$ cat config.mk
export PLATFORM = sky130hd
export DESIGN_NAME = dfir_store
export DESIGN_NICKNAME = d
export VERILOG_FILES = /design/src/rtl/core/dfir_pkg.sv /design/src/rtl/core/dfir_store.sv
export SDC_FILE = /design/constraint.sdc
export NUM_CORES = 2
export LEC_CHECK = 0
export ABC_AREA = 1
export ABC_CLOCK_PERIOD_IN_PS = 7400
export BUFFER_PORTS_ARGS = -buffer_cell sky130_fd_sc_hd__buf_2
export CAP_MARGIN = 20
export CORE_MARGIN = 2
export CORE_UTILIZATION = 35
export CTS_CLUSTER_SIZE = 16
export DETAILED_ROUTE_END_ITERATION = 6
export PLACE_DENSITY = 0.52
export SYNTH_ARGS = -nofsm -noshare
export SYNTH_HDL_FRONTEND = slang
export SYNTH_SLANG_ARGS = --single-unit
$ cat constraint.sdc
create_clock -name clk -period 7.4 [get_ports clk]
set_input_delay 0.37 -clock clk [delete_from_list [all_inputs] [get_ports clk]]
set_output_delay 0.37 -clock clk [all_outputs]
set_load 0.05 [all_outputs]
$ cat src/rtl/core/dfir_pkg.sv
// Shared types and constants for the decimating FIR filter core.
// No dependencies; imported by every module of the block.
`timescale 1ns / 1ps

package dfir_pkg;

  localparam int MAX_TAPS = 64;
  localparam int SAMPLE_W = 16;
  localparam int COEF_W   = 16;
  localparam int TAP_AW   = $clog2(MAX_TAPS);
  localparam int CNT_W    = TAP_AW + 1;
  localparam int PROD_W   = SAMPLE_W + COEF_W;
  localparam int ACC_W    = PROD_W + TAP_AW;

  // Stream payload layout.
  localparam int RE_LSB     = 0;
  localparam int IM_LSB     = RE_LSB + SAMPLE_W;
  localparam int IDX_LSB    = IM_LSB + SAMPLE_W;
  localparam int VAL_LSB    = IDX_LSB + TAP_AW;
  localparam int IN_BITS    = VAL_LSB + COEF_W;
  localparam int IN_DATA_W  = ((IN_BITS + 7) / 8) * 8;
  localparam int OUT_DATA_W = 2 * SAMPLE_W;

  // Configuration port.
  localparam int CFG_IDX_W  = 2;
  localparam int CFG_DATA_W = 7;

  typedef logic [CFG_IDX_W-1:0] cfg_idx_t;
  localparam cfg_idx_t REG_NUM_TAPS   = 2'd0;
  localparam cfg_idx_t REG_DECIMATION = 2'd1;
  localparam cfg_idx_t REG_COMPLEX    = 2'd2;

  localparam logic [CFG_DATA_W-1:0] NUM_TAPS_RST   = CFG_DATA_W'(MAX_TAPS);
  localparam logic [CFG_DATA_W-1:0] DECIMATION_RST = CFG_DATA_W'(1);

  // Item kinds carried on s_tuser.
  localparam logic OP_SAMPLE = 1'b0;
  localparam logic OP_COEF   = 1'b1;

  typedef struct packed {
    logic signed [SAMPLE_W-1:0] im;
    logic signed [SAMPLE_W-1:0] re;
  } cpx_t;

  // Tag that travels with each tap read into the multiply-accumulate pipe.
  typedef struct packed {
    logic valid;
    logic first;
    logic last;
    logic zero;
  } mac_tag_t;

  typedef enum logic [1:0] {
    ST_IDLE,
    ST_READ,
    ST_DRAIN,
    ST_HOLD
  } ctrl_state_t;

endpackage

$ cat src/rtl/core/dfir_store.sv
// Coefficient memory and circular sample memory of the FIR filter.
// Depends on dfir_pkg. Both memories have one write and one registered read port.
`timescale 1ns / 1ps

module dfir_store
  import dfir_pkg::*;
(
  input  logic                     clk,
  input  logic                     tap_we,
  input  logic [TAP_AW-1:0]        tap_waddr,
  input  logic signed [COEF_W-1:0] tap_wdata,
  input  logic [TAP_AW-1:0]        tap_raddr,
  output logic signed [COEF_W-1:0] tap_rdata,
  input  logic                     dly_we,
  input  logic [TAP_AW-1:0]        dly_waddr,
  input  cpx_t                     dly_wdata,
  input  logic [TAP_AW-1:0]        dly_raddr,
  output cpx_t                     dly_rdata
);

  logic [COEF_W-1:0] tap_mem [MAX_TAPS];
  cpx_t              dly_mem [MAX_TAPS];

  always_ff @(posedge clk) begin
    if (tap_we) begin
      tap_mem[tap_waddr] <= tap_wdata;
    end
    tap_rdata <= tap_mem[tap_raddr];
  end

  always_ff @(posedge clk) begin
    if (dly_we) begin
      dly_mem[dly_waddr] <= dly_wdata;
    end
    dly_rdata <= dly_mem[dly_raddr];
  end

endmodule

# Word-level counts from Yosys, hierarchy flattened
# Memories as Yosys holds them, arrays and structs flattened. A register that Yosys moved wholly into a read port is not among the register bits.
# Index checks and enable logic that the tools add are counted.
# op_classes
muxes,4
# op_table
operator,count
$mux W1,4
# totals
n_memories,2
elab_cells,6
register_bits,0
ramBits,3072
# mem_list
memory,words,width,rd,rd_clocked_by_memory_dff,write_ports,line,text
dly_mem,64,32,1,1,1,dfir_store.sv:22,cpx_t dly_mem [MAX_TAPS];
tap_mem,64,16,1,1,1,dfir_store.sv:21,logic [COEF_W-1:0] tap_mem [MAX_TAPS];

# Depth between registers and ports, before layout
# logic_depth
depth_word,2
ltp_mapped,13

# Least setup slack after synthesis
# Ideal clock, no wire load.
# synth_path
kind,input to register
start,input port dly_we
end,"memory dly_mem[0][0] in the netlist's numbering, enable pin"
arrival_ps,2272
slack_ps,4707
cell_stages,3
t_required_ps,6979
n_path_buf,1
path_cell_list,clkbuf_1 nand4_1 nor2_1
# synth_via
elab_chain_len,2
# synth_rtl
item,line,text
start: declaration,dfir_store.sv:14,"input logic dly_we,"
$mux W1,dfir_store.sv:32,if (dly_we) begin
$mux W1 (not written as such),dfir_store.sv:33,dly_mem[dly_waddr] <= dly_wdata;
end: declaration,dfir_store.sv:22,
# Every way passes these cells.

==> summary.md <==
| Metric | Value |
|---|---|
| Status | `finished, violations left` |
| Failing checks | `DRC` |
| Req. time, crit path | `8260 ps` |
| Cell variety after synth | `16` |
| Top cells by area, synth | `edfxtp_1 74%, nand3_1 11%, nand2_1 11%` |
| Worst-Margin Slew | `1180 ps` |
| Nets | `10400` |
| Via count | `a little over 80000` |
| Share of the synthesized area in the top cell type | `0.742` |
| Startpoint types | `primary input` |
| Global route overflow | `0` |
| Mapped cell area | `about 120000 um^2` |
| Fill count | `around 33000` |
| Crit Path Class | `in2reg` |
| Placed Instances | `around 15000` |
| R2R Setup Slk | `~5400 ps` |
| Final Hold Viols | `0` |
| Sink Count | `3120` |
| Leak pwr | `0.0494 uW` |
| First-pass GRT wire length | `between 500000 and 600000 um` |
| Largest net degree at the start of global routing | `roughly 200` |
| Max Root-Sink Buffers | `4` |
| Worst setup EP type | `flip-flop` |
| Syn Area/Cell | `around 12 um^2` |
| Min-delay src | `tap_waddr[0]` |
| DP HPWL | `around 190000 um` |
| Clk slew on worst S/H paths | `60 ps` |
| Vias in the first global route | `78300` |
| Period utilization | `0.448` |
| Worst hold path class | `in2reg` |
| Slack of the critical path | `just over 4000 ps` |
| Tot GR Track Use | `0.208` |
| Hold EP | `tap_mem[16][12]$_DFFE_PP_` |
| TritonCTS clock tree | `yes` |
| Clk_lat worst skew | `930 ps` |
| I/O pin cnt | `about 120` |
| Setup_tns | `0 ps` |
| Peak supply drop | `just over 0.0002 V` |
| ANT nets after route | `0` |
| Commonest cells after routing, fill and taps aside | `3551 x nand2_1, 3072 x edfxtp_1, 2778 x nand3_1, 346 x clkbuf_16, 221 x buf_4` |
| Initial antenna violation count | `30` |
| CTS buffer count | `341` |
| # H-tree levels | `5` |
| Seq/Total Area, Yosys | `0.749` |
| Final min period | `~3300 ps` |
| CTS resizes | `0` |
| Reg2Reg Depth | `8` |
| PortBufs | `122` |
| Die X-Extent | `600 um` |
| CTS root buffer | `clkbuf_16` |
| Syn Inst Count | `10300` |
| Core area | `353000 um^2` |
| Fraction of layout cells with a size suffix above 1 | `0.0872` |
| Post-layout power | `roughly 39000 uW` |
| Max-cap violation count | `0` |
| Fin Clk Skew | `80.3 ps` |
| CP arrival | `about 4200 ps` |
| Area grow syn2layout | `13.6%` |
| Starting Density | `0.352` |
| Yosys reg bits | `about 3100` |
| Net count after synthesis | `10400` |
| Initial drt markers | `about 9200` |
| Reg2Reg Capture Point | `dly_rdata[21]$_DFF_P_` |
| Area after DPL | `130000 um^2` |
| DRT Pass-1 Iters | `7` |
| Largest area contributor in the netlist | `edfxtp_1` |
| Final setup fails | `0` |
| Avg Vias per Cell | `about 5.3` |
| Drt total wl | `between 300000 and 400000 um` |
| GPL Wtd Cong | `around 0.81` |
| Maximum fanout along the worst path | `roughly 200` |
| Commonest non-fill, non-tap cell in the layout | `nand2_1` |
| Max Slew Vio Count | `0` |
| RSZ-0062 raised after global routing | `no` |
| Setup WS pre-CTS | `3440 ps` |
| Non-filler instance count after layout | `15300` |
| Fin area | `around 140000 um^2` |
| Die Ht | `between 600 and 700 um` |
| Pwr dens | `about 270 nW/um^2` |
| R2R Path Start | `dly_mem[51][21]$_DFFE_PP_` |
| YS warnings | `0` |
| Wire length per cell | `about 25 um` |
| WHS Path Cells | `4` |
| FMAX | `0.302 GHz` |
| Slew Limit Headroom | `0.210` |
| FP Rows | `218` |
| Residual DRC | `7` |
| Die Footprint | `approximately 360000 um^2` |
cell type report:
type,count,area (um^2),share of cell area
Multi-Input combinational cell,6477,28300,0.201
Timing Repair Buffer,371,2870,0.0203
Clock buffer,440,9160,0.0648
Antenna cell,8,20.0,0.000142
Tap cell,4730,5920,0.0419
Clock inverter,171,1630,0.0115
Inverter,32,174,0.00123
Sequential cell,3120,93200,0.660
worst max-delay path, stage by stage:
cell and delay [ps]:
buf_8 170, inv_16 440, buf_12 410, buf_4 550
nand2_1 110, nand3_1 100, nand3_1 100, nand3_1 150
nand3_1 250, nand2_1 340, nand2_1 270, nand2_1 150
cells in the mapped netlist:
cell type	instances
edfxtp_1	3072
inv_2	4
nor3_1	9
nor2_1	130
buf_4	45
inv_1	27
nand2_1	3551
dfxtp_1	48
nand4_1	9
buf_1	70
inv_4	1
buf_8	1
buf_2	399
nand3_1	2778
buf_6	7
clkbuf_1	146
cells by family after synthesis:
logic type / Yosys count / synth area share
flops: 3120 / 0.749
simple gates: 6477 / 0.224
buf+inv: 700 / 0.0270
report_power, final:
group | internal, uW | total (uW) | switching [uW]
registers | 19600 | 19700 | 84.1
logic | 517 | 2460 | 1940
clock network | 9500 | 16500 | 7040
per-layer routing:
layer | vias to the layer above | share of wire | global-route usage
met2 | 3106 | 0.48 | 0.342
met4 | 4 | 0.030 | 0.0636
met1 | 40900 | 0.42 | 0.284
met3 | 569 | 0.072 | 0.0294
met5 | - | 0.000071 | 0
li1 | 36600 | - | -
worst max-delay path by stage:
stage,to,start
2_1_floorplan,dly_mem[0][0]$_DFFE_PP_,dly_we
3_3_place_gp,dly_rdata[20]$_DFF_P_,dly_raddr[0]
3_5_place_dp,dly_rdata[20]$_DFF_P_,dly_raddr[0]
4_1_cts,dly_rdata[20]$_DFF_P_,dly_raddr[0]
5_1_grt,dly_rdata[20]$_DFF_P_,dly_raddr[0]
6_report,dly_rdata[20]$_DFF_P_,dly_raddr[0]
stage by stage:
stage	util	hold slack [ps]
floorplan	-	469
global placement	0.369	783
detailed placement	0.369	782
CTS	0.400	24.6
global route	0.400	36.7
finish	0.400	31.9
sequential cells by signal (all words and copies together) (netlist names):
signal	count
dly_mem	2048
tap_rdata	16
dly_rdata	32
tap_mem	1024
what timing repair did:
item | 4_1_cts | 5_1_grt
hold buffers | 4 | 0
hold endpoints to repair | 24 | 0
buffers inserted | 0 | 0
(Power assumes the default switching activity.)
