### src/rtl/core/dfir_pkg.sv
// Shared types and constants for the decimating FIR filter core.
// No dependencies; imported by every module of the block.
`timescale 1ns / 1ps

package dfir_pkg;

  localparam int MAX_TAPS = 64;
  localparam int SAMPLE_W = 16;
  localparam int COEF_W   = 16;
  localparam int TAP_AW   = $clog2(MAX_TAPS);
  localparam int CNT_W    = TAP_AW + 1;
  localparam int PROD_W   = SAMPLE_W + COEF_W;
  localparam int ACC_W    = PROD_W + TAP_AW;

  // Stream payload layout.
  localparam int RE_LSB     = 0;
  localparam int IM_LSB     = RE_LSB + SAMPLE_W;
  localparam int IDX_LSB    = IM_LSB + SAMPLE_W;
  localparam int VAL_LSB    = IDX_LSB + TAP_AW;
  localparam int IN_BITS    = VAL_LSB + COEF_W;
  localparam int IN_DATA_W  = ((IN_BITS + 7) / 8) * 8;
  localparam int OUT_DATA_W = 2 * SAMPLE_W;

  // Configuration port.
  localparam int CFG_IDX_W  = 2;
  localparam int CFG_DATA_W = 7;

  typedef logic [CFG_IDX_W-1:0] cfg_idx_t;
  localparam cfg_idx_t REG_NUM_TAPS   = 2'd0;
  localparam cfg_idx_t REG_DECIMATION = 2'd1;
  localparam cfg_idx_t REG_COMPLEX    = 2'd2;

  localparam logic [CFG_DATA_W-1:0] NUM_TAPS_RST   = CFG_DATA_W'(MAX_TAPS);
  localparam logic [CFG_DATA_W-1:0] DECIMATION_RST = CFG_DATA_W'(1);

  // Item kinds carried on s_tuser.
  localparam logic OP_SAMPLE = 1'b0;
  localparam logic OP_COEF   = 1'b1;

  typedef struct packed {
    logic signed [SAMPLE_W-1:0] im;
    logic signed [SAMPLE_W-1:0] re;
  } cpx_t;

  // Tag that travels with each tap read into the multiply-accumulate pipe.
  typedef struct packed {
    logic valid;
    logic first;
    logic last;
    logic zero;
  } mac_tag_t;

  typedef enum logic [1:0] {
    ST_IDLE,
    ST_READ,
    ST_DRAIN,
    ST_HOLD
  } ctrl_state_t;

endpackage

### src/rtl/core/dfir_mac.sv
// Pipelined multiply-accumulate for the real and imaginary paths.
// Depends on dfir_pkg. Scales the sum by the coefficient fraction and saturates.
`timescale 1ns / 1ps

module dfir_mac
  import dfir_pkg::*;
(
  input  logic                     clk,
  input  logic                     rst,
  input  mac_tag_t                 tag,
  input  cpx_t                     x,
  input  logic signed [COEF_W-1:0] h,
  output logic                     done,
  output cpx_t                     res
);

  localparam int SH_W = ACC_W - COEF_W + 1;
  localparam logic signed [SH_W-1:0] SAT_MAX = SH_W'((2 ** (SAMPLE_W - 1)) - 1);
  localparam logic signed [SH_W-1:0] SAT_MIN = -SAT_MAX - SH_W'(1);

  mac_tag_t                  tag1, tag2, tag3;
  logic signed [PROD_W-1:0]  prod_re, prod_im;
  logic signed [ACC_W-1:0]   acc_re, acc_im;

  // Floor shift by the fraction bits, then clamp to the sample range.
  function automatic logic signed [SAMPLE_W-1:0] sat_scale(input logic signed [ACC_W-1:0] a);
    logic signed [SH_W-1:0] sh;
    sh = a[ACC_W-1:COEF_W-1];
    if (sh > SAT_MAX) begin
      return SAT_MAX[SAMPLE_W-1:0];
    end else if (sh < SAT_MIN) begin
      return SAT_MIN[SAMPLE_W-1:0];
    end
    return sh[SAMPLE_W-1:0];
  endfunction

  always_ff @(posedge clk) begin
    if (rst) begin
      tag1 <= '0;
      tag2 <= '0;
      tag3 <= '0;
      done <= 1'b0;
    end else begin
      tag1 <= tag;
      tag2 <= tag1;
      tag3 <= tag2;
      done <= tag3.valid && tag3.last;
    end
  end

  always_ff @(posedge clk) begin
    // Samples older than anything written since reset count as zero.
    if (tag1.zero) begin
      prod_re <= '0;
      prod_im <= '0;
    end else begin
      prod_re <= x.re * h;
      prod_im <= x.im * h;
    end
    if (tag2.valid) begin
      if (tag2.first) begin
        acc_re <= ACC_W'(prod_re);
        acc_im <= ACC_W'(prod_im);
      end else begin
        acc_re <= acc_re + ACC_W'(prod_re);
        acc_im <= acc_im + ACC_W'(prod_im);
      end
    end
    if (tag3.valid && tag3.last) begin
      res.re <= sat_scale(acc_re);
      res.im <= sat_scale(acc_im);
    end
  end

endmodule

### config.mk
export PLATFORM = sky130hd
export DESIGN_NAME = dfir_mac
export DESIGN_NICKNAME = d
export VERILOG_FILES = /design/src/rtl/core/dfir_pkg.sv /design/src/rtl/core/dfir_mac.sv
export SDC_FILE = /design/constraint.sdc
export NUM_CORES = 2
export LEC_CHECK = 0
export ABC_AREA = 1
export BUFFER_PORTS_ARGS = -buffer_cell sky130_fd_sc_hd__buf_2
export CORE_ASPECT_RATIO = 1.75
export CORE_UTILIZATION = 57
export DETAILED_ROUTE_END_ITERATION = 10
export PLACE_DENSITY = 0.74
export SYNTH_ARGS = -nofsm -noshare
export SYNTH_HDL_FRONTEND = slang
export SYNTH_SLANG_ARGS = --single-unit
### constraint.sdc
create_clock -name clk -period 12.2 [get_ports clk]
set_input_delay 0 -clock clk [delete_from_list [all_inputs] [get_ports clk]]
set_output_delay 0 -clock clk [all_outputs]
set_load 0.005 [all_outputs]
### Word level (Yosys, flattened, before mapping)

Index checks and enable logic that the tools add are counted.

| storage, ports and cells | value |
|---|---|
| bits in registers | 182 |
| input port bits | 54 |
| output and inout bits | 33 |
| word-level logic and storage cells | 39 |

| operators by class | value |
|---|---|
| $add $sub $neg | 2 |
| $mul | 2 |
| order comparisons | 4 |
| multiplexer cells | 14 |
| reductions and logical operators | 1 |

Operators with widths:

| cell | count |
|---|---|
| 16-bit 2-to-1 mux | 6 |
| 38-bit by 32-bit adder with 38-bit output | 2 |
| 38-bit 2-to-1 mux | 2 |
| 16-bit by 16-bit multiplier with 32-bit output | 2 |
| 23-bit by 16-bit > comparator with 1-bit output, second input constant | 2 |
| 23-bit by 16-bit less-than comparator with 1-bit output, second input constant | 2 |
| 1-bit 2-to-1 mux | 6 |
| 1-bit logical AND | 1 |

### Depth between registers and ports, before layout

| depth | value |
|---|---|
| depth after elaboration | 5 |
| gate-level depth with buffers | 27 |
| mapped depth without buffers | 25 |

### Least setup slack after synthesis

No wires, ideal clock.

| path | value |
|---|---|
| path type | input to register |
| from | in x[15] in the netlist's numbering |
| to | reg prod_re[27] |
| setup time | 0.113 ns |
| data arrival time | 4.950 ns |
| required time | 12.087 ns |
| path slack | 7.137 ns |
| stages | 21 |
| buffers on the path | 1 |
| path through | clkbuf_1 nand2_1 inv_1 fa_1 fa_1 inv_1 fa_1 fa_1 fa_1 fa_1 inv_1 ha_1 nand2_1 nor2_1 inv_1 nor3_2 nand3_1 nand3_1 nand2_1 nand2_1 nor2_1 |

| between the ends | value |
|---|---|
| cells in the longest elaborated chain, start to end | 1 |

RTL lines:

| item | RTL line | source |
|---|---|---|
| from (decl) | dfir_mac.sv:11 | `input cpx_t x,` |
| 16-bit by 16-bit multiplier with 32-bit output | dfir_mac.sv:57 | `prod_re <= x.re * h;` |
| to (signal assigned) | dfir_mac.sv:57 |  |
| to (decl) | dfir_mac.sv:22 | `logic signed [PROD_W-1:0] prod_re, prod_im;` |

No other way between the ends.
A chain may end at the register's enable or synchronous reset.

### Worst setup path after layout

| path | value |
|---|---|
| from | in h[1] |
| to | reg prod_im[24] |

| between the ends | value |
|---|---|
| cells in the longest elaborated chain, start to end | 1 |

RTL lines:

| item | RTL line | source |
|---|---|---|
| from (decl) | dfir_mac.sv:12 | `input logic signed [COEF_W-1:0] h,` |
| 16-bit by 16-bit multiplier with 32-bit output | dfir_mac.sv:58 | `prod_im <= x.im * h;` |
| to (signal assigned) | dfir_mac.sv:58 |  |
| to (decl) | dfir_mac.sv:22 |  |

No other way between the ends.

==> out/results.txt <==
status: finished, final reports clean
FP Rows: 116
root buffer cell: clkbuf_16
Ys Warns: 0
CP Launch Type: input pin
register bit total from synthesis: 182
unrepaired setup endpoints after global routing: false
Synth Area in Adders: 40.6%
Worst EP required: 12.66 ns
Area contributors post-synth: fa_1 (32%), nand2_1 (16%), inv_1 (13%)
CTS Buffer Depth: 3
Worst-Margin Slew: 1.11 ns
WP data arrival: 5.95 ns
layout cells sized above 1: 5.02%
# IOs: 87
Syn Nets: 5399
Final Hold Viols: 0
most used cell, CP: fa_1
CP peak stage delay: 0.96 ns
count of different cell masters after synthesis: 42
area grow syn2layout: 5.30%
total length of routed wires: 89.6 mm
mux cell area share after synthesis: 0%
vias in the first global route: 30000
fin crit period: 5.49 ns
number of synthesized flops with an enable pin: 108
post-synthesis async set-or-reset flop share: 0%
drc violations: 0
share of the synthesized area in the top cell type: 31.7%
post-route ant nets: 0
core area: 57500 sq um
Post-DP HPWL: 73.2 mm
cell count after synthesis: 4581
Critical Path Fanout Max: 32
Post-synth top cells: nand2_1 (1402), inv_1 (1162), fa_1 (526)
most common cell in the netlist: nand2_1
Crit path max-delay family: adder cells
hold path startpoint: h[0]
simple-gate share of the synthesized area: 24.6%
First-pass DRT Iterations: 6
Hold Crit Class: in -> reg
Sink Count: 182
via count: 28200
metal1 wirelength: 32.5 mm
die span in x: 185 microns
Max-cap violations: 0
CTS clk-pin slew, worst paths: 0.07 ns
Slew headroom: 26.1%
Die ar.: 59400 sq um
Buf/Inv on CP: 4
post-synthesis compound-gate area fraction: 5.14%
WL/cell: 16.7 microns
Die Y: 322 microns
initial antenna violation count: 0
initial core utilization: 57.9%
r2r startpoint: prod_re[0]
H-tree depth: 4
met2 WL: 47.7 mm
largest family of logic cells by synthesized area: adder cells
post-cts sizing count: 0
Nets: 5396
Initial DRC Count: 1618
largest net degree at the start of global routing: 78
Setup violations, final: 0
fin. max-slew vios: 0
CTS tree: built
critical path class: in -> reg
# diodes: 0
Vias per Instance: 5.26
Critical Path Source: h[1]
Post-CTS Setup Bufs: 0
hold buffer count at CTS: 10
Syn Area/Cell: 7.26 sq um
Mapped Area: 33300 sq um
first-pass GRT wire length: 147 mm
fmax: 182 MHz
XOR/XNOR Fraction of Synth Area: 0.606%
slowest CP cell: fa_1
global router's overall resource usage: 32.0%
routability congestion estimate: 1.01
met3 wire len: 4.42 mm
Inserted Clock Buffers: 25
Top Layer Used: met4
ys flop type: edfxtp_1
clk_lat worst skew: 0.52 ns
Worst setup EP type: flip-flop
period utilization: 45.0%
Port Buf Inserts: 86
sequential share of the synthesized area: 14.2%
CP cell instances: buf_2 -> nand2_1 -> inv_1 -> fa_1 -> fa_1 -> fa_1 -> fa_1 -> fa_1 -> inv_1 -> fa_1 -> inv_1 -> ha_1 -> a21oi_1 -> o21ai_0 -> a21oi_1 -> nand3_1 -> nand2_1 -> nand2_1 -> nor2_1
final setup TNS: 0 ns
largest area contributor in the netlist: fa_1
clock skew: 0.0208 ns
global-route congestion overflow total: 0
layout make-up:
cell class | count | area, sq um
clock buffer | 25 | 626
clock inverter | 8 | 116
fill | 5492 | 22500
inverter | 1176 | 4410
multi-input combinational | 3091 | 23600
sequential | 182 | 4730
tap | 767 | 960
timing repair buffer | 102 | 576
worst paths after layout:
path | to | slack [ns] | cells after the start
setup reg to reg | acc_re[30] | 9.60 | 15
hold / removal | prod_im[0] | 0.05 | 3
setup / recovery | prod_im[24] | 6.71 | 19
hold reg to reg | tag2[3] | 0.40 | 2
stage by stage:
step / hold WS (ns) / utilization, % / setup WS [ns] / area [sq um] / std cells
4_1_cts: 0.0374 / 60.9 / 6.71 / 35000 / 5351
2_1_floorplan: 0.107 / - / 7.14 / 33300 / 4581
6_report: 0.0517 / 60.9 / 6.71 / 35000 / 5351
3_5_place_dp: 0.210 / 59.5 / 6.21 / 34200 / 5308
5_1_grt: 0.100 / 60.9 / 6.36 / 35000 / 5351
3_3_place_gp: 0.214 / 59.5 / 6.26 / 34200 / 5308
layer usage:
layer	global-route usage [%]	up-vias
li1	-	13400
met1	34.7	13500
met2	60.1	919
met3	3.35	300
met4	17.4	0
met5	0	-
layout by cell type, fill, tap and decap left out, types with 7 or more instances in the layout:
cell type,Yosys,layout
nand2_1,1402,1402
inv_1,1162,1162
fa_1,526,526
nor2_1,290,290
ha_1,238,238
nand3_1,160,160
a21oi_1,142,142
edfxtp_1,108,108
buf_2,4,86
dfxtp_1,74,72
o21ai_0,70,70
nand4_1,31,31
o21bai_1,27,27
clkbuf_16,0,25
nand2_2,24,24
nor3_1,21,21
o21a_1,20,20
nor2_2,18,18
or2_2,17,17
a21oi_2,14,14
inv_2,12,13
nand3b_1,13,13
xnor2_1,13,13
or2_1,11,11
xor2_1,10,10
dlygate4sd3_1,0,10
nand3_2,7,7
o21ai_1,7,7
tightest hold or removal path, delay by kind of cell:
family,cells,cell delay (ns)
buffers and inverters,2,0.45
AND/OR/NAND/NOR,1,0.06
state kept, by name, summed over array words and instances, names as in the netlist:
signal   flops
acc_im      38
acc_re      38
done         1
prod_im     32
prod_re     32
res         32
tag1         4
tag2         3
tag3         2
cells by family after synthesis:
family / count (synthesis)
compound gates: 298
xor+xnor: 23
fa+ha+maj: 764
buf+inv: 1308
flops: 182
simple gates: 2006
Power is not shown: default switching activity piles up to over one toggle a cycle in this logic, so the estimate is an artifact.
