**config.mk**
```make
export PLATFORM = sky130hd
export DESIGN_NAME = dfir_ctrl
export DESIGN_NICKNAME = d
export VERILOG_FILES = /design/src/rtl/core/dfir_pkg.sv /design/src/rtl/core/dfir_ctrl.sv
export SDC_FILE = /design/constraint.sdc
export NUM_CORES = 1
export LEC_CHECK = 0
export BUFFER_PORTS_ARGS = -buffer_cell sky130_fd_sc_hd__buf_2
export CAP_MARGIN = 20
export CORE_UTILIZATION = 48
export DETAILED_ROUTE_END_ITERATION = 6
export GPL_ROUTABILITY_DRIVEN = 0
export PLACE_DENSITY = 0.92
export REMOVE_ABC_BUFFERS = 1
export SKIP_CTS_REPAIR_TIMING = 1
export SLEW_MARGIN = 20
export SYNTH_ARGS = -nofsm -noshare
export SYNTH_HDL_FRONTEND = slang
export SYNTH_SLANG_ARGS = --single-unit
```
**constraint.sdc**
```tcl
create_clock -name clk -period 7.65 [get_ports clk]
set_input_delay 0.765 -clock clk [delete_from_list [all_inputs] [get_ports clk]]
set_output_delay 0.765 -clock clk [all_outputs]
set_load 0.02 [all_outputs]
```
**src/rtl/core/dfir_pkg.sv**
```systemverilog
// Shared types and constants for the decimating FIR filter core.
// No dependencies; imported by every module of the block.
`timescale 1ns / 1ps

package dfir_pkg;

  localparam int MAX_TAPS = 64;
  localparam int SAMPLE_W = 16;
  localparam int COEF_W   = 16;
  localparam int TAP_AW   = $clog2(MAX_TAPS);
  localparam int CNT_W    = TAP_AW + 1;
  localparam int PROD_W   = SAMPLE_W + COEF_W;
  localparam int ACC_W    = PROD_W + TAP_AW;

  // Stream payload layout.
  localparam int RE_LSB     = 0;
  localparam int IM_LSB     = RE_LSB + SAMPLE_W;
  localparam int IDX_LSB    = IM_LSB + SAMPLE_W;
  localparam int VAL_LSB    = IDX_LSB + TAP_AW;
  localparam int IN_BITS    = VAL_LSB + COEF_W;
  localparam int IN_DATA_W  = ((IN_BITS + 7) / 8) * 8;
  localparam int OUT_DATA_W = 2 * SAMPLE_W;

  // Configuration port.
  localparam int CFG_IDX_W  = 2;
  localparam int CFG_DATA_W = 7;

  typedef logic [CFG_IDX_W-1:0] cfg_idx_t;
  localparam cfg_idx_t REG_NUM_TAPS   = 2'd0;
  localparam cfg_idx_t REG_DECIMATION = 2'd1;
  localparam cfg_idx_t REG_COMPLEX    = 2'd2;

  localparam logic [CFG_DATA_W-1:0] NUM_TAPS_RST   = CFG_DATA_W'(MAX_TAPS);
  localparam logic [CFG_DATA_W-1:0] DECIMATION_RST = CFG_DATA_W'(1);

  // Item kinds carried on s_tuser.
  localparam logic OP_SAMPLE = 1'b0;
  localparam logic OP_COEF   = 1'b1;

  typedef struct packed {
    logic signed [SAMPLE_W-1:0] im;
    logic signed [SAMPLE_W-1:0] re;
  } cpx_t;

  // Tag that travels with each tap read into the multiply-accumulate pipe.
  typedef struct packed {
    logic valid;
    logic first;
    logic last;
    logic zero;
  } mac_tag_t;

  typedef enum logic [1:0] {
    ST_IDLE,
    ST_READ,
    ST_DRAIN,
    ST_HOLD
  } ctrl_state_t;

endpackage

```
**src/rtl/core/dfir_ctrl.sv**
```systemverilog
// Sequencer of the FIR filter: input decode, memory addressing and output register.
// Depends on dfir_pkg; drives dfir_store and dfir_mac.
`timescale 1ns / 1ps

module dfir_ctrl
  import dfir_pkg::*;
(
  input  logic                     clk,
  input  logic                     rst,
  input  logic                     s_tvalid,
  output logic                     s_tready,
  input  logic [IN_DATA_W-1:0]     s_tdata,
  input  logic                     s_tuser,
  output logic                     m_tvalid,
  input  logic                     m_tready,
  output logic [OUT_DATA_W-1:0]    m_tdata,
  input  logic [CNT_W-1:0]         taps_eff,
  input  logic [TAP_AW-1:0]        skip_load,
  input  logic                     complex_mode,
  output logic                     tap_we,
  output logic [TAP_AW-1:0]        tap_waddr,
  output logic signed [COEF_W-1:0] tap_wdata,
  output logic [TAP_AW-1:0]        tap_raddr,
  output logic                     dly_we,
  output logic [TAP_AW-1:0]        dly_waddr,
  output cpx_t                     dly_wdata,
  output logic [TAP_AW-1:0]        dly_raddr,
  output mac_tag_t                 tag,
  input  logic                     mac_done,
  input  cpx_t                     mac_res
);

  ctrl_state_t       state, state_next;
  logic [TAP_AW-1:0] wptr;
  logic [CNT_W-1:0]  fill;
  logic [TAP_AW-1:0] skip;
  logic [TAP_AW-1:0] base;
  logic [TAP_AW-1:0] k;
  logic [CNT_W-1:0]  taps_lat;
  logic              load_out;

  assign tap_waddr      = s_tdata[IDX_LSB +: TAP_AW];
  assign tap_wdata      = s_tdata[VAL_LSB +: COEF_W];
  assign dly_waddr      = wptr;
  assign dly_wdata.re   = s_tdata[RE_LSB +: SAMPLE_W];
  assign dly_wdata.im   = complex_mode ? s_tdata[IM_LSB +: SAMPLE_W] : '0;
  assign tap_raddr      = k;
  assign dly_raddr      = base - k;

  always_comb begin
    state_next = state;
    s_tready   = 1'b0;
    tap_we     = 1'b0;
    dly_we     = 1'b0;
    tag        = '0;
    load_out   = 1'b0;
    case (state)
      ST_IDLE: begin
        s_tready = 1'b1;
        if (s_tvalid) begin
          if (s_tuser == OP_COEF) begin
            tap_we = 1'b1;
          end else begin
            dly_we = 1'b1;
            if (skip == '0) begin
              state_next = ST_READ;
            end
          end
        end
      end
      ST_READ: begin
        tag.valid = 1'b1;
        tag.first = (k == '0);
        tag.last  = ({1'b0, k} == taps_lat - CNT_W'(1));
        tag.zero  = ({1'b0, k} >= fill);
        if (tag.last) begin
          state_next = ST_DRAIN;
        end
      end
      ST_DRAIN: begin
        if (mac_done) begin
          state_next = ST_HOLD;
        end
      end
      ST_HOLD: begin
        if (!m_tvalid || m_tready) begin
          load_out   = 1'b1;
          state_next = ST_IDLE;
        end
      end
      default: begin
        state_next = ST_IDLE;
      end
    endcase
  end

  always_ff @(posedge clk) begin
    if (rst) begin
      state    <= ST_IDLE;
      wptr     <= '0;
      fill     <= '0;
      skip     <= '0;
      k        <= '0;
      m_tvalid <= 1'b0;
    end else begin
      state <= state_next;
      if (dly_we) begin
        wptr <= wptr + TAP_AW'(1);
        if (fill != CNT_W'(MAX_TAPS)) begin
          fill <= fill + CNT_W'(1);
        end
        k <= '0;
        if (skip != '0) begin
          skip <= skip - TAP_AW'(1);
        end else begin
          skip <= skip_load;
        end
      end else if (state == ST_READ) begin
        k <= k + TAP_AW'(1);
      end
      if (load_out) begin
        m_tvalid <= 1'b1;
      end else if (m_tready) begin
        m_tvalid <= 1'b0;
      end
    end
  end

  always_ff @(posedge clk) begin
    if (dly_we) begin
      base     <= wptr;
      taps_lat <= taps_eff;
    end
    if (load_out) begin
      m_tdata <= {(complex_mode ? mac_res.im : {SAMPLE_W{1'b0}}), mac_res.re};
    end
  end

endmodule

```
Word-level counts from Yosys, hierarchy flattened
Cells that the tools add are included.
Operators by class
  add/subtract/negate cells: 6
  magnitude comparators: 1
  eq/ne operators: 11
  muxes and demuxes: 21
  reductions and logical operators: 10
Operators with widths (count)
  2-to-1 mux 16 bit: 1
  adder 6 x 1 -> 6 bit (second input constant): 2
  logical NOT 6 bit: 2
  2-to-1 mux 2 bit: 6
  inequality test 2 bit (second input constant): 6
  2-to-1 mux 1 bit: 11
  case mux 2 bit (4 select lines): 1
  adder 7 x 1 -> 7 bit (second input constant): 1
  == test 6 x 7 -> 1 bit: 1
  >= comparator 6 x 7 -> 1 bit: 1
  inequality test 7 bit (second input constant): 1
  subtractor 7 x 1 -> 7 bit (second input constant): 1
  2-to-1 mux 6 bit: 1
  AND reduction 6 bit: 1
  nonzero test 6 bit: 1
  subtractor 6 x 1 -> 6 bit (second input constant): 1
  subtractor 6 bit: 1
  == test 2 bit (second input constant): 2
  2-to-1 mux 4 bit: 1
  == test 2 x 1 -> 1 bit (second input constant): 1
  logical NOT 2 bit: 1
  AND reduction 2 bit: 1
  nonzero test 2 bit: 1
  OR reduction 2 bit: 1
  other kinds (2): 2
Storage, ports and cells
  register bits: 73
  input bits: 108
  logic and storage cells: 59

Depth between registers and ports, before layout
Gate-level depths: netlist of run 1.
  word-level depth: 5
  mapped depth: 9

Least setup slack after synthesis of run 1
Ideal clock, no wire load.
  kind: reg-to-output
  start point: register k[0], in the netlist tap_raddr[0]
  end point: output port tag[0] (netlist name)
  arrival: 2417 ps
  required time: 6885 ps
  setup slack: 4468 ps
  stages on the path, launching flop included: 9
  buffers on the path: 0
  path through: dfxtp_1 -> inv_1 -> ha_1 -> nand2b_1 -> a21o_1 -> a21oi_1 -> nor2b_1 -> o21ai_0 -> a2111oi_0
RTL lines
  from (decl): line dfir_ctrl.sv:38  | logic [TAP_AW-1:0] k;
  from (signal assigned): line dfir_ctrl.sv:119  | k <= k + TAP_AW'(1);
  to (decl): line dfir_ctrl.sv:28  | output mac_tag_t tag,

Worst setup path after layout of run 1
  start point: register state[0]
  end point: output port dly_we
Between the ends
  word-level cells in the longest chain between the ends: 2
RTL lines
  from (decl): line dfir_ctrl.sv:33  | ctrl_state_t state, state_next;
  from (signal assigned): line dfir_ctrl.sv:106  | state <= state_next;
  logical NOT 2 bit: line dfir_ctrl.sv:57  | case (state)
  2-to-1 mux 1 bit: line dfir_ctrl.sv:57
  to (decl): line dfir_ctrl.sv:24  | output logic dly_we,
No other way between the ends.

==> results.md, run 1 <==
- Worst EP arrival: 2510 ps
- Register share of total power: 43.9%
- Synth async-reset ratio: 0%
- Pre-CTS setup slack: 4560 ps
- Synthesis Warnings: 0
- First-pass GRT wire length: 14,100 um
- DR vias/cell: 5.09
- Wire per inst: 16.1 um
- Final Critical Period: 3270 ps
- Power Dens Cells: 241 nW/um2
- # nets final: 592
- Num CTS Buffers: 9
- Total congestion overflow: 0
- Die Y: 90.6 um
- GRT Total Usage: 22.6%
- # IOs: 220
- Synth Instances: 353
- # port buffers: 141
- Hold Path Origin: dly_waddr[5]
- Clk_lat worst skew: 340 ps
- Critical Path Start: state[0]
- Die Wd: 90.6 um
- VDD IR max: 99.5 uV
- Post-synthesis register bit count: 73
- Combinational share of power: 28.5%
- Hpwl dp: 7070 um
- Final worst slack: 4380 ps
- Root buf cell: clkbuf_8
- Peak Freq: 306 MHz
- Hold Vio Cnt, Final: 0
- H-tree depth: 3
- Synth top area share: 35.9%
- Worst EP required: 6880 ps
- Initial antenna violation count: 0
- # DRC: 0
- Actual slew at the worst max-slew pin: 883 ps
- Vias in the first global route: 2,905
- Synth-to-layout area growth: 19.2%
- RSZ-0062 raised after global routing: no
- Post-DP Area: 4300 um2
- Clock power frac: 27.6%
- Setup CP Type: flop to output pin
- Maximum fanout along the worst path: 25
- Max-cap violations: 0
- Top cells by area, synth: edfxtp_1, dfxtp_1, ha_1
- Clock Sinks: 73
- Post-synth EDFFs: 45
- Period utilization: 42.8%
- Placed cell count: 548
- Cell variety after synth: 38
- Top cell type by total area after synthesis: edfxtp_1
- Initial Util: 50.9%
- P_leak: 1.96 nW
- Synthesized area per cell: 10.7 um2
- Drt total wl: 9060 um
- Worst reg2reg path startpoint: state[0]
- Internal: 725 uW
- DR iter-0 viols: 119
- Post-route core utilization: 60.6%
- Post-DRT Antenna Nets: 0
- Multi-input gate area: 1450 um2
- Primary FF master, synth: edfxtp_1
- Seq/Total Area, Yosys: 50.7%
- N_diodes: 0
- CTS max path bufs: 2
- Placeable Area: 7410 um2
- Switch share: 33.0%
- Drt first pass iters: 4
- Pin count of the biggest net entering global routing: 33
- TritonCTS clock tree: built
- Crit end category: output pin
- Layout Cells excl Fill: 564
- Total power: 1.08 mW
- HP Class: flop to flop
- Worst-path clk slew: 80 ps
- # fillers: 599
- Routed via count: 2,871
- Fraction of layout cells with a size suffix above 1: 35.1%
- Critical path startpoint category: flop
- # rows: 31
- Final instance area: 4490 um2
- Cell Area, Synth: 3770 um2
- Max-slew headroom: 41.1%
- Die area: 8210 um2
- Slew Viols, Final: 0
- Minimum hold slack: 491 ps
- P_sw: 357 uW
- Clock Skews: 8.15 ps
- Final setup fails: 0
- Sequential cell area: 1910 um2
- Final setup TNS: 0 ps
- Status: completed
-- critical path, stage by stage, from the launching register on --
cell,delay [ps]
dfxtp_1,340
inv_1,110
ha_1,240
nand2_1,70
or2_2,410
inv_1,690
buf_2,300
-- worst paths after layout --
path / endpoint / slack, ps / cells after the start
max: dly_we / 4380 / 6
min reg2reg: base[5] / 490 / 0
min: base[5] / 490 / 0
max reg2reg: dly_waddr[5] / 4930 / 8
-- state kept, by name, indices dropped and copies added, names as in the netlist --
signal / cells
m_tdata: 32
dly_waddr: 6
base: 6
state: 2
tap_raddr: 6
skip: 6
taps_lat: 7
m_tvalid: 1
fill: 7
-- Yosys cell counts, types with 2 or more instances --
master,instances
and2_1,32
a31oi_1,2
nand2b_1,7
xnor2_1,20
dfxtp_1,28
a21o_1,3
nor3_1,6
nand2_1,16
nand4_1,6
xor2_1,9
o31ai_1,3
a21oi_1,10
nor4_1,2
mux2i_1,3
or3_1,4
inv_1,25
o21ai_0,6
a2111o_1,2
nor2b_1,5
ha_1,23
nor2_1,32
buf_4,38
edfxtp_1,45
clkbuf_1,9
a211oi_1,2
a22oi_1,2
nand3_1,2
-- cells in the final DEF, fill, tap and decap left out, drive strengths merged, types with 7 or more instances in the layout --
master  netlist  final
a21oi        10     10
clkbuf        9      9
nor2         32     32
xnor2        20     20
inv          25     26
nand2        16     16
buf          38    143
and2         32     32
ha           23     23
xor2          9      9
edfxtp       45     45
nand2b        7      7
dfxtp        28     28
-- power groups by stage --
stage	Clock (mW)	Sequential, mW	Combinational [mW]
after detailed placement	0	0.483	0.307
final	0.299	0.475	0.308
after global placement	0	0.481	0.292
after floorplan	0	0.487	0.202
after global routing	0.326	0.479	0.340
after CTS	0.305	0.475	0.308
-- logic make-up (layout without fill, tap and decap cells) --
family / count (synthesis) / count (layout) / share of synthesized area, %
flops: 73 / 73 / 50.7
simple gates: 118 / 118 / 16.7
mux: 3 / 3 / 0.797
xor+xnor: 29 / 29 / 6.74
buf+inv: 72 / 184 / 11.0
fa+ha+maj: 24 / 24 / 8.17
compound gates: 34 / 34 / 5.94
-- per-layer routing --
metal	global-route usage, %	wire length [um]
met4	8.06	99
met5	5.13	0
met1	25.0	3520
met2	35.8	4310
met3	12.8	1130
-- cell type report --
| type | count | share of cell area, % |
|---|---|---|
| clock buffers | 9 | 2.76 |
| clock inverters | 7 | 1.56 |
| inverters | 25 | 2.09 |
| multi-input cells | 208 | 32.2 |
| flip-flops and latches | 73 | 42.6 |
| well taps | 99 | 2.76 |
| repair buffers | 143 | 16.0 |
(Power assumes the default switching activity.)
==> run 2, diff against run 1 <==
Settings changed: CORE_UTILIZATION 48 to 44, PLACE_DENSITY 0.92 to 0.86.
Clock period 7.65 ns to 3.27 ns, I/O delays scaled along.
==> run 2 against run 1 <==
Against the previous run:
- setup slack worse by 3900 ps
- sequential cell count unchanged
- design area down 0.28%
- hold slack worse by 330 ps
- critical path depth up 2
- sequential power up 130%
- largest cell class unchanged
- die area up 8.9%
- global-route usage down 2.1 points
- core utilization down 6.4 points
- power up 130%
- largest power group unchanged
- clock skew up 1.9 ps
==> results.md, run 2 (synthesized netlist as in run 1, its figures left out) <==
- Status: completed
- Period utilization: 85.5%
- Internal: 1.64 mW (+130%)
- Largest register FFs: 32 (unchanged)
- # port buffers: 141 (unchanged)
- DR iter-0 viols: 102 (-14%)
- Die Wd: 94.5 um (+4.3%)
- Clock Skews: 10.1 ps (+1.91 ps)
- Drt first pass iters: 4 (unchanged)
- N_diodes: 0 (unchanged)
- Combinational share of power: 29.6% (+1.1 points)
- DR vias/cell: 5.00 (-1.8%)
- P_sw: 802 uW (+120%)
- Max-cap violations: 0 (unchanged)
- CTS max path bufs: 2 (unchanged)
- Setup CP Type: flop to output pin
- Wire per inst: 16.0 um (-0.16%)
- Worst EP arrival: 2470 ps (-40 ps)
- Power Dens Cells: 546 nW/um2 (+130%)
- Critical path startpoint category: flop
- Placed cell count: 555 (+1.3%)
- # fillers: 709 (+18%)
- Post-DRT Antenna Nets: 0 (unchanged)
- Clk_lat worst skew: 330 ps (about the same)
- VDD IR max: 256 uV (+160%)
- Drt total wl: 9160 um (+1.1%)
- Switch share: 32.8% (-0.15 points)
- Placeable Area: 8260 um2 (+11%)
- Critical Path Start: taps_lat[0]
- Hold Path Origin: mac_res[3]
- Register share of total power: 45.5% (+1.6 points)
- Maximum fanout along the worst path: 3 (-88%)
- # rows: 33 (+6.5%)
- Final setup fails: 0 (unchanged)
- GRT Total Usage: 20.6% (-2.1 points)
- Crit end category: output pin
- Sequential cell area: 1910 um2 (unchanged)
- TritonCTS clock tree: built
- Final setup TNS: 0 ps (unchanged)
- Root buf cell: clkbuf_8
- Total congestion overflow: 0 (unchanged)
- Pin count of the biggest net entering global routing: 33 (unchanged)
- Initial antenna violation count: 0 (unchanged)
- Most common cell after layout, fill and taps aside: buf_2
- Peak Freq: 358 MHz
- Worst reg2reg path startpoint: taps_lat[0]
- H-tree depth: 3 (unchanged)
- Minimum hold slack: 166 ps (-325 ps)
- Hold Vio Cnt, Final: 0 (unchanged)
- # nets final: 593 (+0.17%)
- Num CTS Buffers: 9 (unchanged)
- First-pass GRT wire length: 13,500 um (-4.0%)
- Hpwl dp: 7150 um (+1.2%)
- Vias in the first global route: 2,738 (-5.7%)
- Fraction of layout cells with a size suffix above 1: 34.8% (-0.29 points)
- Worst-path clk slew: 80 ps (about the same)
- Layout Cells excl Fill: 571 (+1.2%)
- Initial Util: 45.6% (-5.2 points)
- Biggest regs: m_tdata (32), fill (7), taps_lat (7)
- Clock power frac: 24.9% (-2.7 points)
- Final Critical Period: 2790 ps
- RSZ-0062 raised after global routing: no
- Slew Viols, Final: 0 (unchanged)
- Die area: 8940 um2 (+8.9%)
- Die Y: 94.5 um (+4.3%)
- Max-slew headroom: 70.9% (+30 points)
- Multi-input gate area: 1450 um2 (unchanged)
- Actual slew at the worst max-slew pin: 437 ps (-446 ps)
- Clock Sinks: 73 (unchanged)
- HP Class: primary input to flop
- Synth-to-layout area growth: 18.8%
- # DRC: 0 (unchanged)
- Most frequent cells in the layout: buf_2, edfxtp_1, nor2_1, and2_1, dfxtp_1
- Routed via count: 2,855 (-0.56%)
- # IOs: 220 (unchanged)
- P_leak: 1.96 nW (about the same)
- Worst EP required: 2940 ps (-3940 ps)
- Largest Register: m_tdata
[run 2: cell count changes in the layout (fill, tap and decap cells not counted), sizes merged]
cell / delta
buf: +1
bufinv: -1
clkbuf: +4
clkinvlp: -2
inv: -1
[run 2: cell type report]
class,instances,share of cell area [%]
clock inverter,3,0.391
multi-input combinational,208,32.3
timing repair buffer,144,16.3
tap,105,2.93
sequential,73,42.7
clock buffer,13,3.32
inverter,25,2.10
[run 2: worst paths after layout]
kind	end	depth (start not counted)	slack, ps
max reg2reg	state[0]	8	860
min	m_tdata[3]	1	170
min reg2reg	base[5]	0	490
max	tag[1]	8	480
[run 2: metal layers]
| metal | GRT usage [%] | part of all wire, % | up-vias |
|---|---|---|---|
| li1 | - | - | 1368 |
| met1 | 21.2 | 39 | 1321 |
| met2 | 33.4 | 46 | 156 |
| met3 | 13.8 | 14 | 8 |
| met4 | 6.44 | 0.69 | 2 |
| met5 | 4.17 | 0.34 | - |
[run 2: worst max-delay path, stage by stage (launching register included)]
cell and delay (ps):
edfxtp_1 440, inv_1 80, ha_1 180, nor3b_4 270, mux2i_1 100, or3_1 300
a2111o_1 460, nor2_1 130, buf_2 180
[run 2: power by group through the flow]
stage / Clock [mW] / Sequential [mW] / Combinational [mW]
2_1_floorplan: 0 / 1.14 / 0.472
3_3_place_gp: 0 / 1.13 / 0.694
3_5_place_dp: 0 / 1.13 / 0.723
4_1_cts: 0.627 / 1.11 / 0.726
5_1_grt: 0.662 / 1.12 / 0.800
6_report: 0.609 / 1.11 / 0.723
[run 2: through the flow]
stage / total power, mW / cell area, um2 / worst slack [ps] / util, %
final: 2.44 / 4480 / 476 / 54.2
after global routing: 2.58 / 4480 / 339 / 54.2
after CTS: 2.46 / 4480 / 439 / 54.2
after detailed placement: 1.85 / 4310 / 813 / 52.2
after global placement: 1.82 / 4310 / 885 / 52.2
after floorplan: 1.61 / 3450 / 526 / -
==> run 3, diff against run 2 <==
Settings changed: PLACE_DENSITY 0.86 to 0.91.
Clock period 3.27 ns to 3.1 ns, I/O delays scaled along.
==> run 3 against run 2 <==
Against the previous run:
- first-iteration DRC count increased by 14%
- power increased by 10%
- largest cell class unchanged
- setup slack got worse by 180 ps
- final cell count unchanged
- combinational power increased by 7.2%
- routed wire length increased by 6.0%
- critical endpoint is now dly_raddr[5]
- core utilization increased by 0.33 points
==> results.md, run 3 (synthesized netlist as in run 1, its figures left out) <==
- Hold depth: 1 (unchanged)
- Num CTS Buffers: 9 (unchanged)
- Worst EP arrival: 2490 ps (+20 ps)
- VDD IR max: 292 uV (+14%)
- Final setup fails: 0 (unchanged)
- Hold Vio Cnt, Final: 0 (unchanged)
- DR vias/cell: 5.10 (+1.9%)
- N_diodes: 0 (unchanged)
- Drt first pass iters: 4 (unchanged)
- TritonCTS clock tree: built
- Vias in the first global route: 2,893 (+5.7%)
- # DRC: 0 (unchanged)
- Actual slew at the worst max-slew pin: 454 ps (+16.9 ps)
- Critical path startpoint category: flop
- Biggest regs: m_tdata (32), fill (7), taps_lat (7)
- Die Y: 94.5 um (unchanged)
- RSZ-0062 raised after global routing: no
- Max-slew headroom: 69.7% (-1.1 points)
- CTS max path bufs: 2 (unchanged)
- CP delay by family, top: compound AO/OA/AOI/OAI gates
- Max-cap violations: 0 (unchanged)
- Setup CP Type: flop to output pin
- Path depth of the worst reg2reg path: 8 (unchanged)
- GRT Total Usage: 22.0% (+1.4 points)
- Final worst slack: 298 ps (-178 ps)
- Pre-CTS setup slack: 645 ps (-167 ps)
- Worst-path clk slew: 90 ps (about the same)
- Status: completed
- Die area: 8940 um2 (unchanged)
- Period utilization: 90.4%
- # port buffers: 141 (unchanged)
- Initial Util: 45.6% (unchanged)
- Critical path, cell by cell: inv_1, ha_1, nor2b_1, o21ai_0, nand2b_1, a21o_1, a21oi_1, xnor2_1, buf_2
- Critical path's largest stage delay: 530 ps (+70 ps)
- # IOs: 220 (unchanged)
- Largest register FFs: 32 (unchanged)
- # fillers: 729 (+2.8%)
- Most frequent cells in the layout: buf_2, edfxtp_1, nor2_1, and2_1, dfxtp_1
- Total power: 2.69 mW (+10%)
- Hpwl dp: 7520 um (+5.1%)
- Root buf cell: clkbuf_8
- First-pass GRT wire length: 14,300 um (+5.8%)
- Crit end category: output pin
- Endpoint with the worst hold slack: m_tdata[3]
- # rows: 33 (unchanged)
- Slew Viols, Final: 0 (unchanged)
- Buf/Inv on CP: 2 (unchanged)
- Final setup TNS: 0 ps (unchanged)
- Drt total wl: 9710 um (+6.0%)
- DR iter-0 viols: 116 (+14%)
- Clk_lat worst skew: 350 ps (+20 ps)
- # nets final: 593 (unchanged)
- Sequential cell area: 1910 um2 (unchanged)
- Largest Register: m_tdata
- Wire per inst: 17.0 um (+6.0%)
- Peak Freq: 357 MHz
- Synth-to-layout area growth: 19.6%
- Post-DP Area: 4310 um2 (unchanged)
- Maximum fanout along the worst path: 8 (+5)
- Final Critical Period: 2800 ps
- Die Wd: 94.5 um (unchanged)
- Hold Path Origin: mac_res[3]
- Clock Skews: 10.2 ps (+0.160 ps)
- Most common cell after layout, fill and taps aside: buf_2
- Post-DRT Antenna Nets: 0 (unchanged)
- Worst reg2reg path startpoint: taps_lat[0]
- Worst r2r dst: state[0]
- Routed via count: 2,910 (+1.9%)
- Minimum hold slack: 129 ps (-37.2 ps)
- Fraction of layout cells with a size suffix above 1: 35.2% (+0.43 points)
- HP Class: primary input to flop
- H-tree depth: 3 (unchanged)
- Total congestion overflow: 0 (unchanged)
- Reg2reg setup slack: 630 ps (-230 ps)
- Clock Sinks: 73 (unchanged)
- Multi-input gate area: 1450 um2 (unchanged)
- Pin count of the biggest net entering global routing: 33 (unchanged)
- P_leak: 1.96 nW (about the same)
- Placeable Area: 8260 um2 (unchanged)
- Initial antenna violation count: 0 (unchanged)
- Final instance area: 4510 um2 (+0.61%)
- Worst EP required: 2790 ps (-150 ps)
- Slowest library cell on the worst path: dfxtp_1
- Power Dens Cells: 597 nW/um2 (+9.4%)
==> run 3: area by class of cell <==
class                      instances  share of cell area [%]
tap                              105                    2.92
clock inverter                     6                    1.47
sequential                        73                    42.4
clock buffer                      10                    2.83
multi-input combinational        208                    32.1
inverter                          25                    2.08
timing repair buffer             144                    16.2
==> run 3: worst register-to-register path: stages, from the launching register on <==
cell	delay [ps]
edfxtp_1	440
inv_1	90
ha_1	180
nor3b_4	260
mux2i_1	100
or3_1	300
a2111o_1	500
a2111o_1	440
o31ai_1	80
==> run 3: metal layers <==
| metal | vias up | share of wire [%] | track usage (%) |
|---|---|---|---|
| met5 | - | 0 | 5.36 |
| met4 | 0 | 1.6 | 7.83 |
| met3 | 15 | 13 | 15.0 |
| met2 | 175 | 48 | 35.7 |
| met1 | 1354 | 37 | 22.0 |
| li1 | 1366 | - | - |
==> run 3: where the power goes <==
part | leakage, nW | internal, mW | total, mW | switching (mW)
combinational | 1.24 | 0.314 | 0.775 | 0.461
sequential | 0.640 | 1.11 | 1.17 | 0.0646
clock | 0.0851 | 0.372 | 0.741 | 0.369
==> run 3: worst max path at each step <==
| stage | endpoint | cells past startpoint | slack (ps) | start |
|---|---|---|---|---|
| 2_1_floorplan | tag[0] | 8 | 370 | tap_raddr[0] |
| 3_3_place_gp | tag[1] | 8 | 740 | taps_lat[0] |
| 3_5_place_dp | state[0] | 8 | 650 | taps_lat[0] |
| 4_1_cts | tag[1] | 8 | 290 | taps_lat[0] |
| 5_1_grt | dly_raddr[5] | 9 | 110 | tap_raddr[1] |
| 6_report | dly_raddr[5] | 9 | 300 | tap_raddr[1] |
==> run 3: stage by stage <==
stage                     util [%]  cells
after global routing          54.6    571
after CTS                     54.6    571
after global placement        52.2    555
after detailed placement      52.2    555
final                         54.6    571
after floorplan                  -    306
